<file path="src/rtl/core/bsf_pkg.sv">
package bsf_pkg;

    // default build limits
    localparam int DEF_MAX_SNAKE_LENGTH = 31;
    localparam int DEF_MAX_WIDTH        = 64;
    localparam int DEF_MAX_HEIGHT       = 64;

    // field widths
    localparam int MODE_W    = 2;
    localparam int ELAPSED_W = 22;
    localparam int COLOR_W   = 24;
    localparam int COORD_W   = 6;
    localparam int WREG_W    = 7;
    localparam int HREG_W    = 7;
    localparam int LREG_W    = 5;
    localparam int DUR_W     = 22;

    // stream packing
    localparam int S_TDATA_W = 48;
    localparam int PIX_BITS  = 2 * COORD_W + COLOR_W;
    localparam int M_TDATA_W = 40;

    // configuration port
    localparam int CFG_INDEX_W = 2;
    localparam int CFG_DATA_W  = 22;

    // event kinds
    localparam logic [MODE_W-1:0] MODE_START  = 2'd0;
    localparam logic [MODE_W-1:0] MODE_FRAME  = 2'd1;
    localparam logic [MODE_W-1:0] MODE_CANCEL = 2'd2;

    // register indexes
    localparam logic [CFG_INDEX_W-1:0] REG_WIDTH    = 2'd0;
    localparam logic [CFG_INDEX_W-1:0] REG_HEIGHT   = 2'd1;
    localparam logic [CFG_INDEX_W-1:0] REG_LENGTH   = 2'd2;
    localparam logic [CFG_INDEX_W-1:0] REG_DURATION = 2'd3;

    // register reset values
    localparam logic [WREG_W-1:0] WIDTH_RST    = 7'd16;
    localparam logic [HREG_W-1:0] HEIGHT_RST   = 7'd16;
    localparam logic [LREG_W-1:0] LENGTH_RST   = 5'd8;
    localparam logic [DUR_W-1:0]  DURATION_RST = 22'd0;

endpackage

</file>
<file path="src/rtl/core/bsf_div.sv">
module bsf_div #(
    parameter int QW = 8
) (
    input  logic                           aclk,
    input  logic                           aresetn,
    input  logic                           start,
    input  logic [bsf_pkg::DUR_W+QW-1:0]   num,
    input  logic [bsf_pkg::DUR_W-1:0]      den,
    output logic                           done,
    output logic [QW-1:0]                  quot
);
    import bsf_pkg::*;

    localparam int CW = $clog2(QW + 1);

    logic [DUR_W-1:0] rem_reg, rem_next;
    logic [QW-1:0]    low_reg, low_next;
    logic [CW-1:0]    cnt_reg, cnt_next;
    logic             run_reg, run_next;
    logic             done_reg, done_next;
    logic [DUR_W:0]   trial;
    logic [DUR_W:0]   diff;
    logic             ge;

    // one restoring step: shift in the next numerator bit, try to subtract
    assign trial = {rem_reg, low_reg[QW-1]};
    assign diff  = trial - {1'b0, den};
    assign ge    = trial >= {1'b0, den};

    always_comb begin
        rem_next  = rem_reg;
        low_next  = low_reg;
        cnt_next  = cnt_reg;
        run_next  = run_reg;
        done_next = 1'b0;
        if (start) begin
            // quotient fits QW bits, so the high part is already below den
            rem_next = num[DUR_W+QW-1:QW];
            low_next = num[QW-1:0];
            cnt_next = CW'(QW);
            run_next = 1'b1;
        end else if (run_reg) begin
            rem_next = ge ? diff[DUR_W-1:0] : trial[DUR_W-1:0];
            low_next = {low_reg[QW-2:0], ge};
            cnt_next = cnt_reg - 1'b1;
            if (cnt_reg == CW'(1)) begin
                run_next  = 1'b0;
                done_next = 1'b1;
            end
        end
    end

    always_ff @(posedge aclk) begin
        rem_reg <= rem_next;
        low_reg <= low_next;
        if (!aresetn) begin
            cnt_reg  <= '0;
            run_reg  <= 1'b0;
            done_reg <= 1'b0;
        end else begin
            cnt_reg  <= cnt_next;
            run_reg  <= run_next;
            done_reg <= done_next;
        end
    end

    assign done = done_reg;
    assign quot = low_reg;

endmodule

</file>
<file path="src/rtl/core/border_snake_frame_generator.sv">
// channel   | direction | handshake             | payload
// ----------+-----------+-----------------------+------------------------------------------
// s_        | in        | s_tvalid / s_tready   | tuser: mode; tdata: elapsed_ms, color
// m_        | out       | m_tvalid / m_tready   | tdata: pixel_x, pixel_y, color; tlast
// cfg_      | in        | cfg_valid / cfg_ready | cfg_index, cfg_data (always ready)
//
// start, cancel and idle frames leave the block in its idle state. a lit frame
// runs, per snake, one setup, one multiply, QW steps of the shared restoring
// divider (QW = quotient width, 8 by default) and a walk over the trailing
// pixels, then the center and flush states; s_tready is low for that time.
// reset (aresetn low, synchronous) disarms the block and loads the register
// defaults. a stalled m_ side holds the walk once the pending pixel needs
// the output register.
module border_snake_frame_generator #(
    parameter int MAX_SNAKE_LENGTH = bsf_pkg::DEF_MAX_SNAKE_LENGTH,
    parameter int MAX_WIDTH        = bsf_pkg::DEF_MAX_WIDTH,
    parameter int MAX_HEIGHT       = bsf_pkg::DEF_MAX_HEIGHT
) (
    input  logic                               aclk,
    input  logic                               aresetn,
    // input transactions
    input  logic                               s_tvalid,
    output logic                               s_tready,
    input  logic [bsf_pkg::S_TDATA_W-1:0]      s_tdata,   // elapsed_ms, current_color
    input  logic [bsf_pkg::MODE_W-1:0]         s_tuser,   // mode
    // pixel transactions
    output logic                               m_tvalid,
    input  logic                               m_tready,
    output logic [bsf_pkg::M_TDATA_W-1:0]      m_tdata,   // pixel_x, pixel_y, pixel_color
    output logic                               m_tlast,   // last_pixel
    // register writes
    input  logic                               cfg_valid,
    output logic                               cfg_ready,
    input  logic [bsf_pkg::CFG_INDEX_W-1:0]    cfg_index,
    input  logic [bsf_pkg::CFG_DATA_W-1:0]     cfg_data
);
    import bsf_pkg::*;

    // effective limits (registers are 7 bits wide)
    localparam int EW = (MAX_WIDTH  < 127) ? MAX_WIDTH  : 127;
    localparam int EH = (MAX_HEIGHT < 127) ? MAX_HEIGHT : 127;
    localparam int WW = $clog2(EW + 1);
    localparam int HW = $clog2(EH + 1);
    localparam int LW = $clog2(MAX_SNAKE_LENGTH + 1);
    localparam int SW = $clog2(EW + EH - 1 + MAX_SNAKE_LENGTH + 1);
    localparam int PW = (SW + 1 > COORD_W) ? SW + 1 : COORD_W;

    // sequencer states
    localparam logic [2:0] ST_IDLE   = 3'd0;
    localparam logic [2:0] ST_SETUP  = 3'd1;
    localparam logic [2:0] ST_MUL    = 3'd2;
    localparam logic [2:0] ST_DIV    = 3'd3;
    localparam logic [2:0] ST_WALK   = 3'd4;
    localparam logic [2:0] ST_CENTER = 3'd5;
    localparam logic [2:0] ST_FLUSH  = 3'd6;

    logic [2:0]         state_reg, state_next;
    logic               running_reg, running_next;
    logic [WREG_W-1:0]  cfg_w_reg;
    logic [HREG_W-1:0]  cfg_h_reg;
    logic [LREG_W-1:0]  cfg_len_reg;
    logic [DUR_W-1:0]   cfg_dur_reg;

    logic [ELAPSED_W-1:0] elapsed_reg, elapsed_next;
    logic [COLOR_W-1:0]   color_reg, color_next;
    logic                 center_reg, center_next;
    logic                 side_reg, side_next;
    logic [WW-1:0]        w_reg, w_next;
    logic [HW-1:0]        h_reg, h_next;
    logic [LW-1:0]        len_reg, len_next;
    logic [SW-1:0]        plen_reg, plen_next;
    logic [SW-1:0]        sum_reg, sum_next;
    logic [PW-1:0]        b1_reg, b1_next;
    logic [PW-1:0]        b2_reg, b2_next;
    logic [PW-1:0]        bb_reg, bb_next;
    logic [PW-1:0]        sx_reg, sx_next;
    logic [PW-1:0]        tb_reg, tb_next;
    logic [SW-1:0]        idx_reg, idx_next;
    logic [LW-1:0]        cnt_reg, cnt_next;

    logic               pend_valid_reg, pend_valid_next;
    logic [COORD_W-1:0] pend_x_reg, pend_x_next;
    logic [COORD_W-1:0] pend_y_reg, pend_y_next;
    logic               out_valid_reg, out_valid_next;
    logic [COORD_W-1:0] out_x_reg, out_x_next;
    logic [COORD_W-1:0] out_y_reg, out_y_next;
    logic [COLOR_W-1:0] out_color_reg, out_color_next;
    logic               out_last_reg, out_last_next;

    logic                 accept;
    logic [MODE_W-1:0]    in_mode;
    logic [ELAPSED_W-1:0] in_elapsed;
    logic [COLOR_W-1:0]   in_color;
    logic [WW-1:0]        w_clamp;
    logic [HW-1:0]        h_clamp;
    logic [LW-1:0]        len_clamp;
    logic [ELAPSED_W+3:0] ten_e;
    logic [ELAPSED_W+3:0] three_d;

    logic [PW-1:0] wp, hp, cp, ap, b1c, b2c, plenc;
    logic [PW-1:0] idxp;
    logic [PW-1:0] px, py;
    logic          pix_ok;
    logic          stall;

    logic                      div_start;
    logic [DUR_W+SW-1:0]       div_num;
    logic                      div_done;
    logic [SW-1:0]             div_quot;

    assign in_mode    = s_tuser;
    assign in_elapsed = s_tdata[ELAPSED_W-1:0];
    assign in_color   = s_tdata[ELAPSED_W+COLOR_W-1:ELAPSED_W];
    assign s_tready   = (state_reg == ST_IDLE);
    assign accept     = s_tvalid && s_tready;
    assign cfg_ready  = 1'b1;

    // clamp the size registers to the supported range
    always_comb begin
        if (int'(cfg_w_reg) < 2)       w_clamp = WW'(2);
        else if (int'(cfg_w_reg) > EW) w_clamp = WW'(EW);
        else                           w_clamp = WW'(cfg_w_reg);
        if (int'(cfg_h_reg) < 2)       h_clamp = HW'(2);
        else if (int'(cfg_h_reg) > EH) h_clamp = HW'(EH);
        else                           h_clamp = HW'(cfg_h_reg);
        if (int'(cfg_len_reg) > MAX_SNAKE_LENGTH) len_clamp = LW'(MAX_SNAKE_LENGTH);
        else                                      len_clamp = LW'(cfg_len_reg);
    end

    // bottom-center pixel stays while 10 * elapsed < 3 * duration
    assign ten_e   = {1'b0, in_elapsed, 3'b000} + {3'b000, in_elapsed, 1'b0};
    assign three_d = {3'b000, cfg_dur_reg, 1'b0} + {4'b0000, cfg_dur_reg};

    // path geometry of the current side
    always_comb begin
        wp    = PW'(w_reg);
        hp    = PW'(h_reg);
        cp    = wp >> 1;
        ap    = wp - PW'(1) - cp;
        b1c   = side_reg ? ap : cp;
        b2c   = b1c + hp - PW'(1);
        plenc = (b1c << 1) + hp - PW'(1);
    end

    // coordinates of path index idx_reg
    assign idxp = PW'(idx_reg);
    always_comb begin
        if (idxp < b1_reg) begin
            px = side_reg ? (bb_reg + idxp) : (bb_reg - idxp);
            py = hp - PW'(1);
        end else if (idxp < b2_reg) begin
            px = sx_reg;
            py = b2_reg - PW'(1) - idxp;
        end else begin
            px = side_reg ? (tb_reg - idxp) : (idxp - tb_reg);
            py = '0;
        end
    end

    assign pix_ok    = (cnt_reg != '0) && (idx_reg < plen_reg);
    assign stall     = pend_valid_reg && out_valid_reg && !m_tready;
    assign div_start = (state_reg == ST_MUL);
    assign div_num   = (DUR_W+SW)'(elapsed_reg) * (DUR_W+SW)'(sum_reg);

    bsf_div #(
        .QW (SW)
    ) u_div (
        .aclk    (aclk),
        .aresetn (aresetn),
        .start   (div_start),
        .num     (div_num),
        .den     (cfg_dur_reg),
        .done    (div_done),
        .quot    (div_quot)
    );

    // bottom row of the matrix
    function automatic logic [COORD_W-1:0] py_center(input logic [PW-1:0] hv);
        logic [PW-1:0] r;
        begin
            r = hv - PW'(1);
            return r[COORD_W-1:0];
        end
    endfunction

    // sequencer
    always_comb begin
        state_next      = state_reg;
        running_next    = running_reg;
        elapsed_next    = elapsed_reg;
        color_next      = color_reg;
        center_next     = center_reg;
        side_next       = side_reg;
        w_next          = w_reg;
        h_next          = h_reg;
        len_next        = len_reg;
        plen_next       = plen_reg;
        sum_next        = sum_reg;
        b1_next         = b1_reg;
        b2_next         = b2_reg;
        bb_next         = bb_reg;
        sx_next         = sx_reg;
        tb_next         = tb_reg;
        idx_next        = idx_reg;
        cnt_next        = cnt_reg;
        pend_valid_next = pend_valid_reg;
        pend_x_next     = pend_x_reg;
        pend_y_next     = pend_y_reg;
        out_valid_next  = out_valid_reg && !m_tready;
        out_x_next      = out_x_reg;
        out_y_next      = out_y_reg;
        out_color_next  = out_color_reg;
        out_last_next   = out_last_reg;

        case (state_reg)
            ST_IDLE: begin
                if (accept) begin
                    case (in_mode)
                        MODE_START:  running_next = 1'b1;
                        MODE_CANCEL: running_next = 1'b0;
                        MODE_FRAME: begin
                            if (running_reg) begin
                                if (in_elapsed >= cfg_dur_reg) begin
                                    running_next = 1'b0;
                                end else begin
                                    elapsed_next = in_elapsed;
                                    color_next   = in_color;
                                    center_next  = ten_e < three_d;
                                    side_next    = 1'b0;
                                    w_next       = w_clamp;
                                    h_next       = h_clamp;
                                    len_next     = len_clamp;
                                    state_next   = ST_SETUP;
                                end
                            end
                        end
                        default: ;
                    endcase
                end
            end
            ST_SETUP: begin
                plen_next  = plenc[SW-1:0];
                sum_next   = plenc[SW-1:0] + SW'(len_reg);
                b1_next    = b1c;
                b2_next    = b2c;
                bb_next    = side_reg ? (cp + PW'(1)) : (cp - PW'(1));
                sx_next    = side_reg ? (wp - PW'(1)) : '0;
                tb_next    = side_reg ? (wp - PW'(2) + b2c) : (b2c - PW'(1));
                state_next = ST_MUL;
            end
            ST_MUL: begin
                state_next = ST_DIV;
            end
            ST_DIV: begin
                if (div_done) begin
                    idx_next   = div_quot;
                    cnt_next   = len_reg;
                    state_next = ST_WALK;
                end
            end
            ST_WALK: begin
                if (cnt_reg == '0) begin
                    if (!side_reg) begin
                        side_next  = 1'b1;
                        state_next = ST_SETUP;
                    end else begin
                        state_next = ST_CENTER;
                    end
                end else if (!(pix_ok && stall)) begin
                    if (pix_ok) begin
                        // the previous pending pixel is not the last one
                        if (pend_valid_reg) begin
                            out_valid_next = 1'b1;
                            out_x_next     = pend_x_reg;
                            out_y_next     = pend_y_reg;
                            out_color_next = color_reg;
                            out_last_next  = 1'b0;
                        end
                        pend_valid_next = 1'b1;
                        pend_x_next     = px[COORD_W-1:0];
                        pend_y_next     = py[COORD_W-1:0];
                    end
                    // trail stops below index zero
                    if (idx_reg == '0) begin
                        cnt_next = '0;
                    end else begin
                        idx_next = idx_reg - 1'b1;
                        cnt_next = cnt_reg - 1'b1;
                    end
                end
            end
            ST_CENTER: begin
                if (!center_reg) begin
                    state_next = ST_FLUSH;
                end else if (!stall) begin
                    if (pend_valid_reg) begin
                        out_valid_next = 1'b1;
                        out_x_next     = pend_x_reg;
                        out_y_next     = pend_y_reg;
                        out_color_next = color_reg;
                        out_last_next  = 1'b0;
                    end
                    pend_valid_next = 1'b1;
                    pend_x_next     = cp[COORD_W-1:0];
                    pend_y_next     = py_center(hp);
                    state_next      = ST_FLUSH;
                end
            end
            ST_FLUSH: begin
                if (!pend_valid_reg) begin
                    state_next = ST_IDLE;
                end else if (!(out_valid_reg && !m_tready)) begin
                    out_valid_next  = 1'b1;
                    out_x_next      = pend_x_reg;
                    out_y_next      = pend_y_reg;
                    out_color_next  = color_reg;
                    out_last_next   = 1'b1;
                    pend_valid_next = 1'b0;
                    state_next      = ST_IDLE;
                end
            end
            default: state_next = ST_IDLE;
        endcase
    end

    // configuration registers
    always_ff @(posedge aclk) begin
        if (!aresetn) begin
            cfg_w_reg   <= WIDTH_RST;
            cfg_h_reg   <= HEIGHT_RST;
            cfg_len_reg <= LENGTH_RST;
            cfg_dur_reg <= DURATION_RST;
        end else if (cfg_valid && cfg_ready) begin
            case (cfg_index)
                REG_WIDTH:    cfg_w_reg   <= cfg_data[WREG_W-1:0];
                REG_HEIGHT:   cfg_h_reg   <= cfg_data[HREG_W-1:0];
                REG_LENGTH:   cfg_len_reg <= cfg_data[LREG_W-1:0];
                REG_DURATION: cfg_dur_reg <= cfg_data[DUR_W-1:0];
                default: ;
            endcase
        end
    end

    // control state
    always_ff @(posedge aclk) begin
        if (!aresetn) begin
            state_reg      <= ST_IDLE;
            running_reg    <= 1'b0;
            pend_valid_reg <= 1'b0;
            out_valid_reg  <= 1'b0;
            side_reg       <= 1'b0;
            cnt_reg        <= '0;
        end else begin
            state_reg      <= state_next;
            running_reg    <= running_next;
            pend_valid_reg <= pend_valid_next;
            out_valid_reg  <= out_valid_next;
            side_reg       <= side_next;
            cnt_reg        <= cnt_next;
        end
    end

    // payload
    always_ff @(posedge aclk) begin
        elapsed_reg   <= elapsed_next;
        color_reg     <= color_next;
        center_reg    <= center_next;
        w_reg         <= w_next;
        h_reg         <= h_next;
        len_reg       <= len_next;
        plen_reg      <= plen_next;
        sum_reg       <= sum_next;
        b1_reg        <= b1_next;
        b2_reg        <= b2_next;
        bb_reg        <= bb_next;
        sx_reg        <= sx_next;
        tb_reg        <= tb_next;
        idx_reg       <= idx_next;
        pend_x_reg    <= pend_x_next;
        pend_y_reg    <= pend_y_next;
        out_x_reg     <= out_x_next;
        out_y_reg     <= out_y_next;
        out_color_reg <= out_color_next;
        out_last_reg  <= out_last_next;
    end

    assign m_tvalid = out_valid_reg;
    assign m_tlast  = out_last_reg;
    assign m_tdata  = {(M_TDATA_W - PIX_BITS)'(0), out_color_reg, out_y_reg, out_x_reg};

endmodule

</file>
<file path="config.mk">
export PLATFORM = sky130hd
export DESIGN_NAME = border_snake_frame_generator
export DESIGN_NICKNAME = d
export VERILOG_FILES = /design/src/rtl/core/bsf_pkg.sv /design/src/rtl/core/bsf_div.sv /design/src/rtl/core/border_snake_frame_generator.sv
export SDC_FILE = /design/constraint.sdc
export NUM_CORES = 1
export LEC_CHECK = 0
export ABC_AREA = 1
export ABC_CLOCK_PERIOD_IN_PS = 9340
export BUFFER_PORTS_ARGS = -buffer_cell sky130_fd_sc_hd__buf_2
export CAP_MARGIN = 0
export CORE_MARGIN = 2
export CORE_UTILIZATION = 46
export CTS_BUF_LIST = sky130_fd_sc_hd__clkbuf_4 sky130_fd_sc_hd__clkbuf_8
export DETAILED_ROUTE_END_ITERATION = 8
export PLACE_DENSITY = 0.6
export RECOVER_POWER = 100
export SETUP_SLACK_MARGIN = 0.5
export SLEW_MARGIN = 5
export SYNTH_ARGS = -nofsm -noshare
export SYNTH_HDL_FRONTEND = slang
export SYNTH_HIERARCHICAL = 1
export SYNTH_SLANG_ARGS = --single-unit
</file>
<file path="constraint.sdc">
create_clock -name aclk -period 9.34 [get_ports aclk]
set_input_delay 2.802 -clock aclk [delete_from_list [all_inputs] [get_ports aclk]]
set_output_delay 2.802 -clock aclk [all_outputs]
set_load 0.05 [all_outputs]
</file>
After elaboration in Yosys (flattened, before gate mapping)
Index checks and enable logic that the tools add are counted.

storage, ports and cells
  flip-flop bits (word level) = 264
  bits in latches = 0
  memory bits (writable) = 0
  ROM bits = 0
  bits of input ports = 79
  output and inout bits = 44
  word-level logic and storage cells = 257
  memories kept = 0

operators by class
  add/sub/neg operators = 25
  multipliers = 1
  div/mod/pow operators = 0
  $lt $le $gt $ge = 10
  eq/ne operators = 28
  shift-type cells = 0
  muxes and demuxes = 116
  bitwise logic cells = 3
  reductions and logical operators = 36

operators with widths
  operator                                           number
  two-way mux 6 bit                                  34
  two-way mux 24 bit                                 8
  case mux 24 bit (3 select lines)                   1
  two-way mux 22 bit                                 3
  two-way mux 8 bit                                  6
  case mux 6 bit (3 select lines)                    2
  two-way mux 3 bit                                  11
  two-way mux 1 bit                                  32
  multiplier 22 x 8 -> 30 bit                        1
  adder 25 x 23 -> 26 bit                            1
  less-than comparator 26 x 24 -> 1 bit              1
  adder 23 x 22 -> 24 bit                            1
  case mux 6 bit (2 select lines)                    2
  subtractor 6 x 1 -> 6 bit (second input constant)  4
  subtractor 6 bit                                   4
  greater-or-equal comparator 23 x 22 -> 1 bit       1
  greater-or-equal comparator 22 bit                 1
  subtractor 22 bit                                  1
  case mux 3 bit (7 select lines)                    1
  two-way mux 5 bit                                  4
  inequality test 2 bit (second input constant)      10
  less-than comparator 8 x 9 -> 1 bit                2
  AND reduction 6 bit                                3
  case mux 8 bit (2 select lines)                    1
  other kinds (46)                                   84

Longest topological paths before layout
Gate-level depths: netlist of the first run.

  depth in word-level cells = 8
  mapped depth = 28
  gate-level depth less buffers = 28

By module
The synthesis of the first run kept the hierarchy.

by module, submodules not included
  module                        instances  cells each  area each (sq um)  sequential area each (sq um)
  border_snake_frame_generator  1          2,597       21,046.4           6,316.1
  bsf_div                       1          555         3,573.4            1,021.0

Least setup slack after synthesis of the first run
Ideal clock, no wire load.

  kind = input to register
  start point = input port s_tdata[13] (netlist name)
  end point = register center_reg (enable)
  library setup time = 0.490 ns
  data arrival time = 6.371 ns
  required time = 8.850 ns
  path slack = 2.479 ns
  stages on the path = 10
  buffers on the path = 0
  cell sequence = ha_1 > nand2_1 > inv_1 > nand2_1 > inv_1 > a21oi_1 > nand2_1 > nand2_1 > nand2_1 > nor2_1

between the ends
  cells in the longest elaborated chain, start to end = 3

RTL lines
  what                                  RTL line                             source
  start, declared                       border_snake_frame_generator.sv:24   input logic [bsf_pkg::S_TDATA_W-1:0] s_tdata,
  greater-or-equal comparator 22 bit    border_snake_frame_generator.sv:223  if (in_elapsed >= cfg_dur_reg) begin
  inverter 1 bit (no source line)       n/a
  AND reduction 5 bit (no source line)  n/a
  end signal, assigned                  border_snake_frame_generator.sv:367  center_reg <= center_next;
  end, declared                         border_snake_frame_generator.sv:66   logic center_reg, center_next;

No other way between the ends.
A chain may end at the register's enable or synchronous reset.

Worst setup path after layout of the first run
  start point = input port s_tdata[20] (netlist name)
  end point = register elapsed_reg[8] (enable)

between the ends
  cells in the longest elaborated chain, start to end = 3

RTL lines
  what                                  RTL line                             source
  greater-or-equal comparator 22 bit    border_snake_frame_generator.sv:223
  inverter 1 bit (no source line)       n/a
  AND reduction 5 bit (no source line)  n/a
  end signal, assigned                  border_snake_frame_generator.sv:365  elapsed_reg <= elapsed_next;
  end, declared                         border_snake_frame_generator.sv:64   logic [ELAPSED_W-1:0] elapsed_reg, elapsed_next;

No other way between the ends.

==> results of run 1 <==
[critical path: stages]
cell and delay [ps]:
clkbuf_1 460, ha_1 350, nand2_1 80, nor2_1 40, nor2_1 100, nand3_1 80
nor2_1 220, nand2_1 150, nor2_1 230, clkbuf_1 2600
[cell type report]
cell class	instances	area, sq um
fill	5214	26100
multi-input combinational	2185	14500
sequential	264	7340
inverter	633	2380
tap	688	861
clock buffer	57	722
timing repair buffer	128	569
clock inverter	22	253
[cell usage in the layout, fill, tap and decap left out, types with 14 or more instances in the layout]
cell type / synthesis / final
nand2_1: 805 / 810
inv_1: 620 / 624
ha_1: 255 / 255
edfxtp_1: 205 / 205
a21oi_1: 190 / 190
nor2_1: 176 / 176
nand3_1: 138 / 140
o21ai_0: 130 / 137
fa_1: 133 / 133
clkbuf_1: 39 / 69
xor2_1: 66 / 67
dfxtp_1: 59 / 59
buf_2: 6 / 53
clkbuf_8: 0 / 47
xnor2_1: 44 / 44
nor3_1: 35 / 34
nand4_1: 30 / 30
nand3b_1: 24 / 24
a31oi_1: 15 / 15
clkinv_1: 3 / 14
[worst paths after layout]
| check | start | endpoint | cells after the start |
|---|---|---|---|
| max | s_tdata[20] | elapsed_reg[8]$_DFFE_PP_ | 10 |
| max reg2reg | sum_reg[7]$_DFFE_PP_ | u_div/rem_reg[21]$_DFFE_PP_ | 17 |
| min | color_reg[8]$_DFFE_PP_ | out_color_reg[8]$_DFFE_PP_ | 0 |
| min reg2reg | color_reg[8]$_DFFE_PP_ | out_color_reg[8]$_DFFE_PP_ | 0 |
[cells by family after synthesis]
group                    Yosys count  share of synthesized area
AND/OR/NAND/NOR                 1263                      0.218
buffers and inverters            706                      0.111
AO/OA/AOI/OAI                    418                     0.0955
adder cells (fa/ha/maj)          388                      0.238
flip-flops                       264                      0.298
XOR/XNOR                         111                     0.0398
other                              2                   0.000305
[per-stage QoR]
stage	utilization	setup slack, ps	hold WS, ps	std cells
floorplan	-	2480	400	3155
CTS	0.508	3850	418	3977
global placement	0.490	3510	401	3898
detailed placement	0.490	3440	405	3898
global route	0.505	1850	422	3977
finish	0.505	2300	416	3977
[routing by layer]
layer / vias to the layer above / wire [um] / GRT usage
met5: - / 0 / 0
met4: 0 / 1920 / 0.0722
met3: 98 / 3060 / 0.0258
met2: 509 / 31300 / 0.410
met1: 9825 / 29600 / 0.312
li1: 10300 / - / -
==> metrics.txt, run 1 <==
Crit path arrival time 7160 ps; cell count after synthesis 3152; most frequent cells after synthesis 805 x nand2_1, 620 x inv_1, 255 x ha_1, 205 x edfxtp_1, 190 x a21oi_1; status finished with violations; Final min period 7040 ps; Die X 235 um; CTS H-tree depth 2; ys async rst share 0; setup violators final 0; WL/cell 16.6 um; RSZ-0062 raised after global routing no; diodes inserted 0; CP Class input port to register; CP required 9460 ps; Max Slew Vio Count 319; Synth area leader edfxtp_1; GP Congestion 0.930; CTS Hold Bufs 0; post-cts gate resize count 0; Area after DPL 0.0258 sq mm; GRT overflow 0; hpwl dp 53.5 mm; CP Capture Type register; DR DRC count 0; Synth area leaders edfxtp_1 25%, ha_1 13%, nand2_1 12%, fa_1 11%, inv_1 9.5%; Final period util 0.754; CP Max Fanout 64; Layout area overhead 8.13%; initial drt markers 1254; post-CTS setup buffers 0; Max-Cap Viols 8; worst min-delay path category register to register; Mean Syn Cell Area 7.81 sq um; Slew HR -1.45; number of nets with antenna violations after routing 0; r2r setup slk 3440 ps; Unique masters post-synth 65; Max Clock Skew 33.6 ps; post-synth top area share 0.250; row count 84; clk sinks 264; area of the core 0.0528 sq mm; startpoint types input port; # IOs 123; worst slew pin tran 3670 ps; largest net degree at the start of global routing 65; GRT Overall Usage 0.237; Final Hold Vio Count 0; flops & latches, synth 264; DR vias 20700; Cell Area, Synth 0.0246 sq mm; clk root buf clkbuf_8; DR vias/cell 5.20; CTS tree yes; clk slew on worst S/H paths 60 ps; design area 0.0266 sq mm; final wirelength 65.8 mm; YS warnings 6; initial antenna violation count 0; share of cells above drive strength 1 0.0541; sequential area share after synthesis 0.298; Top FF cell, synth edfxtp_1; first-pass GRT wire length 105 mm; most common cell in the netlist nand2_1; Layout Nets 3725; failing checks max-capacitance violations, max-slew violations; clk_lat worst skew 620 ps; highest clock rate 142 MHz; die area 0.0554 sq mm; TNS Setup 0 ps; port bufs 115; initial core utilization 0.467; number of global-route vias before repair 20200; number of synthesized flops with an enable pin 205; Die Span Y 235 um; Num CTS Buffers 46; Bufs on Longest Clock Path 3; Initial DRT Pass Iterations 6
Power of run 1 is not shown: default switching activity piles up to over one toggle a cycle in this logic, so the estimate is an artifact.
==> inputs of run 2 (changes only) <==
Settings changed: ABC_CLOCK_PERIOD_IN_PS 9340 to 5910, PLACE_DENSITY 0.6 to 0.62.
Clock period 9.34 ns to 5.91 ns, I/O delays scaled along.
==> metrics.txt, run 2 (synthesized netlist as in run 1, its figures left out) <==
Crit path arrival time 5830 ps; worst min-delay path category register to register; failing checks max-capacitance violations, max-slew violations; commonest non-fill, non-tap cells in the layout 809 x nand2_1, 625 x inv_1, 255 x ha_1; cells along the critical path buf_4, buf_6, nand2_1, inv_1, fa_1, fa_1, inv_1, fa_1, fa_1, inv_1, ha_1, nand2_1, o21ai_0, a21boi_4, o21bai_1, nand2_1, nand2_1, nand2_1, nand2_1, nand2_1, nand2_1, nand2_1, o21ai_1; GP Congestion 0.934; initial drt markers 1320; die area 0.0554 sq mm; GRT Overall Usage 0.242; Final Hold Vio Count 0; number of global-route vias before repair 20500; critical path's slowest cell fa_1; Max Clock Skew 31.7 ps; hpwl dp 54.1 mm; DR vias/cell 5.22; first-pass GRT wire length 107 mm; largest net degree at the start of global routing 59; CTS Hold Bufs 0; Final period util 0.911; Layout Nets 3737; Filler cells 5228; worst slew pin tran 2910 ps; setup violators final 0; number of nets with antenna violations after routing 0; r2r setup slk 530 ps; most used cell along the critical path nand2_1; CTS tree yes; row count 84; Worst Setup EP u_div/rem_reg[15]$_DFFE_PP_; reg2reg path depth 23; TNS Setup 0 ps; CP Max Fanout 11; clk sinks 264; clk_lat worst skew 630 ps; RR Endpoint u_div/rem_reg[15]$_DFFE_PP_; CP Capture Type register; diodes inserted 0; CP Class register to register; Layout area overhead 8.75%; startpoint types register; clk slew on worst S/H paths 60 ps; Slew HR -0.945; Num CTS Buffers 45; Initial DRT Pass Iterations 8; port bufs 115; status finished with violations; clk root buf clkbuf_8; CTS H-tree depth 2; DR vias 20800; most common cell after layout, fill and taps aside nand2_1; DR DRC count 0; RR Startpoint sum_reg[4]$_DFFE_PP_; area of the core 0.0528 sq mm; crit path launch sum_reg[4]$_DFFE_PP_; RSZ-0062 raised after global routing no; Die X 235 um; WL/cell 17.1 um; Final min period 5380 ps; # IOs 123; initial core utilization 0.467; Bufs on Longest Clock Path 3; initial antenna violation count 0; CP max stage delay 550 ps; Max Slew Vio Count 348; Max-Cap Viols 9; GRT overflow 0; share of cells above drive strength 1 0.0581; final wirelength 68.1 mm; CP required 6360 ps; highest clock rate 186 MHz; Die Span Y 235 um
-- run 2: cell types whose count changed in the layout (fill, tap and decap cells not counted), moves of 3 or more --
cell | before | now
buf_6 | 0 | 3
buf_12 | 0 | 6
buf_4 | 6 | 9
clkinv_1 | 14 | 8
clkbuf_4 | 10 | 16
-- run 2: worst max-delay path: cells and delay by family, from the launching register on --
| family | cells | cell delay, ps |
|---|---|---|
| AND/OR/NAND/NOR | 9 | 760 |
| flip-flops | 1 | 450 |
| adder cells (fa/ha/maj) | 5 | 2350 |
| buffers and inverters | 5 | 490 |
| AO/OA/AOI/OAI | 4 | 1160 |
-- run 2: how the worst min path moves through the flow --
stage	startpoint	endpoint	slack [ps]	depth (start not counted)
3_5_place_dp	color_reg[14]$_DFFE_PP_	out_color_reg[14]$_DFFE_PP_	400	0
3_3_place_gp	color_reg[11]$_DFFE_PP_	out_color_reg[11]$_DFFE_PP_	400	0
6_report	color_reg[15]$_DFFE_PP_	out_color_reg[15]$_DFFE_PP_	420	0
5_1_grt	color_reg[15]$_DFFE_PP_	out_color_reg[15]$_DFFE_PP_	420	0
2_1_floorplan	color_reg[0]$_DFFE_PP_	out_color_reg[0]$_DFFE_PP_	400	0
4_1_cts	color_reg[15]$_DFFE_PP_	out_color_reg[15]$_DFFE_PP_	420	0
-- run 2: routing by layer --
metal / vias up / GRT usage / share of wire / wire (um)
met5: - / 0 / 0 / 0
met2: 630 / 0.417 / 0.47 / 32100
met1: 9803 / 0.310 / 0.43 / 29400
li1: 10300 / - / - / -
met3: 118 / 0.0335 / 0.059 / 4040
met4: 0 / 0.0880 / 0.037 / 2520
-- run 2: per-stage QoR --
step	worst slack, ps	std cells	instance area (sq um)	utilization	hold slack (ps)
4_1_cts	539	3979	26800	0.509	416
3_5_place_dp	504	3899	25900	0.490	405
5_1_grt	294	3990	26800	0.507	419
6_report	526	3990	26800	0.507	416
3_3_place_gp	611	3899	25900	0.490	401
2_1_floorplan	1180	3155	24600	-	400
-- run 2: cell type report --
cell class	instances	area, sq um	share of cell area
Clock buffer	63	767	0.0286
Clock inverter	16	194	0.00724
Inverter	633	2380	0.0887
Multi-Input combinational cell	2185	14500	0.541
Sequential cell	264	7340	0.274
Tap cell	688	861	0.0322
Timing Repair Buffer	141	748	0.0279
-- run 2: repair_timing --
item	CTS	global route
gates resized for setup	0	1
setup buffers	1	11
endpoints found under the hold margin	0	0
endpoints found under the setup margin	1	17
Power of run 2 is left out for the same reason.
